[src/sv/assert_macros.svh]
// Assertion macros shared by the pressure/temperature compensation RTL.
// No dependencies; bodies vanish when SYNTHESIS is defined.
`ifndef ASSERT_MACROS_SVH
`define ASSERT_MACROS_SVH
`ifndef SYNTHESIS
`define PTC_ASSERT(lbl, clk, rst_n, prop) \
	lbl: assert property (@(posedge clk) disable iff (!rst_n) prop) \
		else $error("%m: assertion failed");
`define PTC_NEVER(lbl, clk, rst_n, expr) \
	lbl: assert property (@(posedge clk) disable iff (!rst_n) !(expr)) \
		else $error("%m: forbidden condition seen");
`else
`define PTC_ASSERT(lbl, clk, rst_n, prop)
`define PTC_NEVER(lbl, clk, rst_n, expr)
`endif
`endif

[src/sv/ptc_pkg.sv]
// Shared types and constants for the pressure/temperature compensation block.
// No dependencies.
package ptc_pkg;

	localparam int RAW_W   = 20;
	localparam int QDEPTH  = 2;
	localparam int QPTR_W  = $clog2(QDEPTH);
	localparam int QCNT_W  = $clog2(QDEPTH + 1);
	localparam int CIDX_W  = 2;
	localparam int CDATA_W = 64;

	// register indexes
	localparam logic [CIDX_W-1:0] CFG_TEMP   = 2'd0;
	localparam logic [CIDX_W-1:0] CFG_PLOW   = 2'd1;
	localparam logic [CIDX_W-1:0] CFG_PHIGH  = 2'd2;
	localparam logic [CIDX_W-1:0] CFG_PNINE  = 2'd3;

	// one raw sample pair
	typedef struct packed {
		logic [RAW_W-1:0] raw_pressure;
		logic [RAW_W-1:0] raw_temperature;
	} item_t;

	// status of a multi-cycle arithmetic unit
	typedef struct packed {
		logic busy;
		logic done;
	} unit_stat_t;

endpackage

[src/sv/ptc_front.sv]
// Front end: accepts raw sample beats into a two-entry queue.
// Depends on ptc_pkg.
module ptc_front (
	input  logic                  clk,
	input  logic                  arst_n,
	input  logic                  in_valid,
	output logic                  in_ready,
	input  logic [ptc_pkg::RAW_W-1:0] raw_pressure,
	input  logic [ptc_pkg::RAW_W-1:0] raw_temperature,
	output logic                  q_valid,
	input  logic                  q_pop,
	output ptc_pkg::item_t        q_item
);

	ptc_pkg::item_t                 mem_q [ptc_pkg::QDEPTH];
	logic [ptc_pkg::QPTR_W-1:0]     wr_ptr_q;
	logic [ptc_pkg::QPTR_W-1:0]     rd_ptr_q;
	logic [ptc_pkg::QCNT_W-1:0]     cnt_q;
	logic                           push;
	logic                           pop;

	assign in_ready = (cnt_q != ptc_pkg::QCNT_W'(ptc_pkg::QDEPTH));
	assign q_valid  = (cnt_q != '0);
	assign q_item   = mem_q[rd_ptr_q];
	assign push     = in_valid && in_ready;
	assign pop      = q_pop && q_valid;

	// queue storage
	always_ff @(posedge clk) begin
		if (push) begin
			mem_q[wr_ptr_q] <= '{raw_pressure: raw_pressure, raw_temperature: raw_temperature};
		end
	end

	// pointers and fill count
	always_ff @(posedge clk or negedge arst_n) begin
		if (!arst_n) begin
			wr_ptr_q <= '0;
			rd_ptr_q <= '0;
			cnt_q    <= '0;
		end else begin
			if (push) wr_ptr_q <= wr_ptr_q + 1'b1;
			if (pop)  rd_ptr_q <= rd_ptr_q + 1'b1;
			if (push && !pop)      cnt_q <= cnt_q + 1'b1;
			else if (pop && !push) cnt_q <= cnt_q - 1'b1;
		end
	end

endmodule

[config.mk]
export PLATFORM = sky130hd
export DESIGN_NAME = ptc_front
export DESIGN_NICKNAME = d
export VERILOG_FILES = /design/src/sv/assert_macros.svh /design/src/sv/ptc_pkg.sv /design/src/sv/ptc_front.sv
export SDC_FILE = /design/constraint.sdc
export NUM_CORES = 1
export LEC_CHECK = 0
export BUFFER_PORTS_ARGS = -buffer_cell sky130_fd_sc_hd__buf_2
export CORE_MARGIN = 2
export CORE_UTILIZATION = 52
export CTS_BUF_LIST = sky130_fd_sc_hd__clkbuf_8 sky130_fd_sc_hd__clkbuf_16
export CTS_CLUSTER_DIAMETER = 200
export CTS_CLUSTER_SIZE = 40
export DETAILED_ROUTE_END_ITERATION = 16
export PLACE_DENSITY = 0.77
export SLEW_MARGIN = 15
export SYNTH_ARGS = -nofsm -noshare
export SYNTH_HDL_FRONTEND = slang
export SYNTH_SLANG_ARGS = --single-unit
[constraint.sdc]
create_clock -name clk -period 3.7 [get_ports clk]
set_input_delay 0.555 -clock clk [delete_from_list [all_inputs] [get_ports clk]]
set_output_delay 0.555 -clock clk [all_outputs]
set_load 0.01 [all_outputs]
; ---- Yosys cells after proc, flatten, opt, wreduce, memory -nomap -nowiden
; Memories as Yosys holds them, arrays and structs flattened.
; Index checks and enable logic that the tools add are counted.
[word_totals]
regBits = 4
latch_bits = 0
mem_bits_rw = 80
mem_bits_ro = 0
input_bits = 44
output_inout_bits = 42
memories = 1
[classes]
n_addsub = 4
multipliers = 0
div = 0
order_cmp = 0
eq_ne = 1
shifts = 0
muxes = 4
n_bitwise = 0
reduce_logical = 8
[memory_table]
columns = name, words, width, read_ports, rd_ports_with_merged_regs, write_ports, line
row1 = mem_q, 2, 40, 1, 0, 1, ptc_front.sv:15  ; ptc_pkg::item_t mem_q [ptc_pkg::QDEPTH];
[ops]
columns = op, count
row1 = $logic_and 1x1->1, 4
row2 = $mux 2, 2
row3 = $reduce_bool 2->1, 2
row4 = $add 1x1->1 const B, 2
row5 = $add 2x1->2 const B, 1
row6 = $logic_not 1->1, 2
row7 = $mux 1, 2
row8 = $ne 2x2->1 const B, 1
row9 = $sub 2x1->2 const B, 1

; ---- Longest topological paths before layout
; Gate-level depths: netlist of the first run.
[logic_depth]
word_depth = 6
mapped_depth = 7
mapped_depth_nobuf = 7

; ---- Worst setup path after synthesis of the first run
; OpenSTA, ideal clock, no wires.
[synth_timing]
path_type = reg2reg
startpoint = register cnt_q[0] (netlist name)
endpoint = memory mem_q[0][0] (netlist name), enable pin
setup_ns = 0.437
arrival_time_ns = 2.385
slack_ns = 0.878
path_stages_with_launch = 4
synth_period_minus_slack_ns = 2.822
cell_sequence = dfrtp_1 > nand2b_1 > nand2_1 > nor2_1
[synth_via]
elab_chain_cells = 4
[synth_lines]
columns = item, line
row1 = from (decl), ptc_front.sv:18  ; logic [ptc_pkg::QCNT_W-1:0] cnt_q;
row2 = from (signal assigned), ptc_front.sv:44  ; if (push && !pop) cnt_q <= cnt_q + 1'b1;
row3 = from (signal assigned), ptc_front.sv:45  ; else if (pop && !push) cnt_q <= cnt_q - 1'b1;
row4 = $ne 2x2->1, ptc_front.sv:22  ; assign in_ready = (cnt_q != ptc_pkg::QCNT_W'(ptc_pkg::QDEPTH));
row5 = named net in_ready, ptc_front.sv:7  ; output logic in_ready,
row6 = $logic_and 1x1->1, ptc_front.sv:25  ; assign push = in_valid && in_ready;
row7 = $mux 1, ptc_front.sv:30  ; if (push) begin
row8 = $mux 1 (implied by the code), ptc_front.sv:31  ; mem_q[wr_ptr_q] <= '{raw_pressure: raw_pressure, raw_temperature: raw_temperature};
row9 = to (decl), ptc_front.sv:15
; The timed path passes the listed nets, and every way through them passes these cells.

==> results.sh, run 1 <==
export IMPL_outcome="finished clean"
export IMPL_p_leak_uw=0.00162
export IMPL_grt_util_met1=0.167
export IMPL_placed_cells=300
export IMPL_routed_wl_mm=4.97
export IMPL_worst_hold_path_num_cells=1
export IMPL_grt_use_met3=0.0396
export IMPL_synthDistinctLibCells=15
export IMPL_critPathLaunchType="flip-flop"
export IMPL_yosys_warnings=0
export IMPL_fmax_mhz=415
export IMPL_vias=1532
export IMPL_dp_hpwl_mm=3.29
export IMPL_post_cts_buffers=0
export IMPL_grt_antenna_before_repair=0
export IMPL_overflow=0
export IMPL_crit_path_max_fanout=15
export IMPL_crit_arrival_ns=1.85
export IMPL_irDropWorstVdd_uv=629
export IMPL_finalCriticalPeriod_ns=2.41
export IMPL_portBuffers=85
export IMPL_areaGrowthSynthToFinish_pct=21.0
export IMPL_clkTransAtPathRegs_ns=0.07
export IMPL_hp_class="in -> reg"
export IMPL_nNetsFinal=283
export IMPL_setup_viol=0
export IMPL_antenna_left=0
export IMPL_top_usage_layer="met2"
export IMPL_tightestPinTransition_ns=0.955
export IMPL_yosysSeqAreaShare=0.762
export IMPL_start_util=0.545
export IMPL_cts_repair_resized=0
export IMPL_rsz0062_at_grt="no"
export IMPL_dr_pass1_iters=4
export IMPL_fp_dieW_um=83.5
export IMPL_worst_ep_required_time_ns=3.14
export IMPL_grt_pass1_vias=1601
export IMPL_drv_cap=0
export IMPL_grt_pass1_wl_mm=7.67
export IMPL_netlist_instances=143
export IMPL_fin_ws_ns=1.29
export IMPL_antenna_cells=0
export IMPL_grt_util_all_layers=0.146
export IMPL_synth_net_count=188
export IMPL_clock_sinks=84
export IMPL_tns_ns=0
export IMPL_fin_crit_sh=0.651
export IMPL_fin_skew_ns=0.00504
export IMPL_die_h_um=83.5
export IMPL_cts_max_path_buffers=2
export IMPL_tritoncts="done"
export IMPL_avgViaCountPerCell=4.82
export IMPL_ys_seq_elements=84
export IMPL_use_met2=0.252
export IMPL_cts_buffers=9
export IMPL_coreArea_um2=6030
export IMPL_drive_gt1_frac=0.593
export IMPL_final_max_slew_viol_count=0
export IMPL_cts_root_buf="clkbuf_8"
export IMPL_h_tree_depth=3
export IMPL_clk_latency_ns=0.34
export IMPL_remaining_drc_errors=0
export IMPL_avgSynthCellArea_um2=23.0
export IMPL_dp_worst_setup_slack_ns=1.63
export IMPL_netlist_area_um2=3280
export IMPL_drt_iter0_drc=64
export IMPL_critical_path_class="reg -> out"
export IMPL_avgRoutedWirePerCell_um=15.6
export IMPL_rr_worst_depth=2
export IMPL_io_pins=86
export IMPL_die_area_um2=6970
export IMPL_grt_max_degree=41
export IMPL_critPathCaptureType="output port"
export IMPL_placementRows=28
export IMPL_hold_viol=0
export IMPL_slew_headroom=0.363
export IMPL_power_density_nw_per_um2=778
export IMPL_final_cells=318
export IMPL_gp_congestion=0.690
## worst max-delay path, stage by stage, from the launching register on
cell and delay [ns]:
dfrtp_2 0.65, buf_4 0.36, mux2_2 0.37, buf_2 0.14
## path summary, 6_finish.rpt
check / from / end / slack, ns
max: rd_ptr_q / q_item[19] / 1.29
min: raw_pressure[19] / mem_q[1][39] / 0.40
max reg2reg: cnt_q[0] / mem_q[1][23] / 1.90
min reg2reg: cnt_q[1] / cnt_q[1] / 0.51
max in group asynchronous: arst_n / rd_ptr_q / 3.00
min in group asynchronous: arst_n / cnt_q[1] / 0.55
## cells in the final DEF (no fill, tap or decap), types with 2 or more instances in the layout
cell type / n
buf_2: 85
nand2_1: 2
xnor2_1: 3
clkbuf_8: 9
clkinv_1: 3
dfrtp_1: 3
xor2_1: 2
mux2_4: 39
bufinv_16: 2
clkinv_2: 2
buf_4: 2
edfxtp_1: 80
## stage by stage
stage	util	hold slack [ns]	instance area, um^2	power [uW]
3_3_place_gp	0.620	0.370	3740	2430
3_5_place_dp	0.620	0.371	3740	2450
6_report	0.659	0.400	3970	3090
5_1_grt	0.659	0.390	3970	3250
2_1_floorplan	-	0.259	3280	2210
4_1_cts	0.656	0.387	3950	3120
## cell families (layout without fill, tap and decap cells)
family | Yosys count | after routing | synth area share
DFF | 84 | 84 | 0.762
adders and majority gates | 1 | 1 | 0.00381
xor gates and xnor gates | 5 | 5 | 0.0133
buffers and inverters | 6 | 106 | 0.0290
muxes | 40 | 40 | 0.182
and+or+nand+nor | 7 | 7 | 0.0103
## synthesized netlist by cell type, drive strengths merged
| library cell | count | area [um^2] |
|---|---|---|
| and3 | 1 | 6.26 |
| buf | 5 | 91.3 |
| dfrtp | 4 | 100 |
| edfxtp | 80 | 2400 |
| ha | 1 | 12.5 |
| inv | 1 | 3.75 |
| mux2 | 40 | 597 |
| nand2 | 2 | 7.51 |
| nand2b | 1 | 6.26 |
| nor2 | 2 | 7.51 |
| or2 | 1 | 6.26 |
| xnor2 | 3 | 26.3 |
| xor2 | 2 | 17.5 |
## cell type report
class | count | area, um^2
clock buffer | 9 | 124
clock inverter | 7 | 81.3
fill | 425 | 2050
inverter | 1 | 3.75
multi-input combinational | 53 | 696
sequential | 84 | 2500
tap | 75 | 93.8
timing repair buffer | 89 | 470
## layer usage
layer  part of all wire  vias up
li1                   -      740
met1               0.39      736
met2               0.53       50
met3              0.064        6
met4              0.015        0
met5                  0        -
## report_power, final
group          switching (uW)  internal, uW  total [uW]  leakage, uW
combinational             470           543        1010     0.000729
clock                     297           371         668     0.000105
sequential                104          1300        1410     0.000789
## state kept, by name, summed over array words and instances, names as in the netlist
| register | count |
|---|---|
| mem_q | 80 |
| cnt_q | 2 |
| rd_ptr_q | 1 |
| wr_ptr_q | 1 |
## timing repair
action,in CTS,in global routing
endpoints found under the hold margin,1,0
hold buffers,1,0
endpoints found under the setup margin,0,0
No activity file was read; power rests on OpenSTA's default activity.
==> inputs of run 2 (changes only) <==
--- a/config.mk
+++ b/config.mk
@@ -7,12 +7,12 @@
 export LEC_CHECK = 0
 export BUFFER_PORTS_ARGS = -buffer_cell sky130_fd_sc_hd__buf_2
 export CORE_MARGIN = 2
-export CORE_UTILIZATION = 52
+export CORE_UTILIZATION = 47
 export CTS_BUF_LIST = sky130_fd_sc_hd__clkbuf_8 sky130_fd_sc_hd__clkbuf_16
 export CTS_CLUSTER_DIAMETER = 200
 export CTS_CLUSTER_SIZE = 40
 export DETAILED_ROUTE_END_ITERATION = 16
-export PLACE_DENSITY = 0.77
+export PLACE_DENSITY = 0.73
 export SLEW_MARGIN = 15
 export SYNTH_ARGS = -nofsm -noshare
 export SYNTH_HDL_FRONTEND = slang
==> constraint.sdc (replaced) <==
create_clock -name clk -period 2 [get_ports clk]
set_input_delay 0.3 -clock clk [delete_from_list [all_inputs] [get_ports clk]]
set_output_delay 0.3 -clock clk [all_outputs]
set_load 0.01 [all_outputs]
==> run 2 against run 1 <==
Global-route usage is 0.84 points lower. Worst setup slack worse by 1.1 ns. Hold slack worse by 0.26 ns. Clock skew hardly changed. Die area is 10% higher. Final area is 1.6% higher. First-iteration DRC count is 6.3% higher. Clock power is 86% higher. Combinational power is 99% higher. Wire length is 0.34% higher.
==> results.sh, run 2 (synthesis results as in run 1) <==
export IMPL_outcome="finished clean"
export IMPL_fin_ws_ns=0.168
export IMPL_io_pins=86
export IMPL_drt_iter0_drc=68
export IMPL_gp_congestion=0.641
export IMPL_antenna_left=0
export IMPL_dr_pass1_iters=4
export IMPL_cts_root_buf="clkbuf_8"
export IMPL_die_h_um=87.6
export IMPL_nNetsFinal=286
export IMPL_grt_util_all_layers=0.138
export IMPL_start_util=0.483
export IMPL_crit_arrival_ns=1.53
export IMPL_worst_ep_required_time_ns=1.70
export IMPL_critPathLaunchType="flip-flop"
export IMPL_clk_latency_ns=0.34
export IMPL_r2r_setup_slack_ns=0.43
export IMPL_tns_ns=0
export IMPL_power_density_nw_per_um2=1430
export IMPL_largest_register="mem_q"
export IMPL_r2r_start="cnt_q[0]"
export IMPL_dp_hpwl_mm=3.30
export IMPL_clkTransAtPathRegs_ns=0.08
export IMPL_largest_reg_flops=80
export IMPL_fin_skew_ns=0.00512
export IMPL_fin_crit_sh=0.916
export IMPL_grt_pass1_wl_mm=7.69
export IMPL_tritoncts="done"
export IMPL_crit_start="rd_ptr_q"
export IMPL_tightestPinTransition_ns=0.339
export IMPL_clock_sinks=84
export IMPL_rsz0062_at_grt="no"
export IMPL_hold_viol=0
export IMPL_h_tree_depth=3
export IMPL_coreArea_um2=6790
export IMPL_dp_worst_setup_slack_ns=0.424
export IMPL_hp_start="raw_pressure[13]"
export IMPL_fp_dieW_um=87.6
export IMPL_grt_max_degree=29
export IMPL_placementRows=30
export IMPL_critical_path_class="reg -> out"
export IMPL_biggestRegsByFlops="mem_q x80, cnt_q x2"
export IMPL_finalCriticalPeriod_ns=1.83
export IMPL_portBuffers=85
export IMPL_vias=1593
export IMPL_r2r_end="mem_q[1][32]"
export IMPL_areaGrowthSynthToFinish_pct=22.9
export IMPL_overflow=0
export IMPL_cts_max_path_buffers=2
export IMPL_avgViaCountPerCell=4.66
export IMPL_final_common_cell="buf_2"
export IMPL_worst_hold_path_num_cells=1
export IMPL_fmax_mhz=546
export IMPL_cts_buffers=9
export IMPL_hold_end="mem_q[0][33]"
export IMPL_drv_cap=0
export IMPL_mostFrequentLayoutCells="buf_2 (85), edfxtp_1 (80), mux2_4 (39)"
export IMPL_die_area_um2=7670
export IMPL_avgRoutedWirePerCell_um=14.6
export IMPL_critPathCaptureType="output port"
export IMPL_irDropWorstVdd_uv=632
export IMPL_grt_antenna_before_repair=0
export IMPL_final_max_slew_viol_count=0
export IMPL_hp_class="in -> reg"
export IMPL_slew_headroom=0.774
export IMPL_setup_viol=0
export IMPL_remaining_drc_errors=0
export IMPL_rr_worst_depth=3
export IMPL_drive_gt1_frac=0.598
export IMPL_p_leak_uw=0.00165
export IMPL_antenna_cells=0
export IMPL_grt_pass1_vias=1636
export IMPL_crit_path_max_fanout=17
export IMPL_routed_wl_mm=4.99
==> run 2: repair_timing <==
item	CTS	global route
resized for setup	0	0
hold buffers	1	0
setup buffers	0	0
hold endpoints to repair	4	0
==> run 2: final cells by class <==
cell class / instances / area [um^2]
clock buffer: 9 / 124
sequential: 84 / 2500
clock inverter: 7 / 83.8
fill: 524 / 2760
multi-input combinational: 53 / 696
tap: 96 / 120
inverter: 1 / 3.75
timing repair buffer: 92 / 505
==> run 2: per-layer routing <==
metal	share of wire	vias up	GRT usage	routed length [um]
met5	0	-	0	0
met3	0.071	7	0.0490	352
met1	0.41	776	0.161	2070
met4	0.013	0	0.0713	66
met2	0.50	62	0.224	2500
li1	-	748	-	-
==> run 2: worst max-delay path, cell delays in order (launching register included) <==
cell     delay [ns]
dfrtp_2        0.37
buf_4          0.31
mux2_2         0.37
buf_2          0.14
==> run 2: stage by stage <==
stage                     instance area, um^2  hold WS [ns]  cells  utilization  power (uW)
final                                    4040         0.144    342        0.594        5780
after global routing                     4040         0.129    342        0.594        6100
after CTS                                4040         0.123    342        0.594        5880
after detailed placement                 3820         0.115    325        0.562        4620
after global placement                   3820         0.110    325        0.562        4580
after floorplan                          3290       0.00441    143            -        4090
==> run 2: worst max path at each step <==
stage | end | slack (ns)
6_report | q_item[19] | 0.17
5_1_grt | q_item[19] | 0.09
4_1_cts | q_item[19] | 0.14
3_5_place_dp | mem_q[1][15] | 0.42
3_3_place_gp | mem_q[1][18] | 0.50
2_1_floorplan | mem_q[0][0] | 0.27
==> run 2: report_power, final <==
group	internal (uW)	leakage [uW]	switching, uW
combinational	1050	0.000748	958
clock	688	0.000109	553
sequential	2410	0.000789	121
total	4150	0.00165	1630
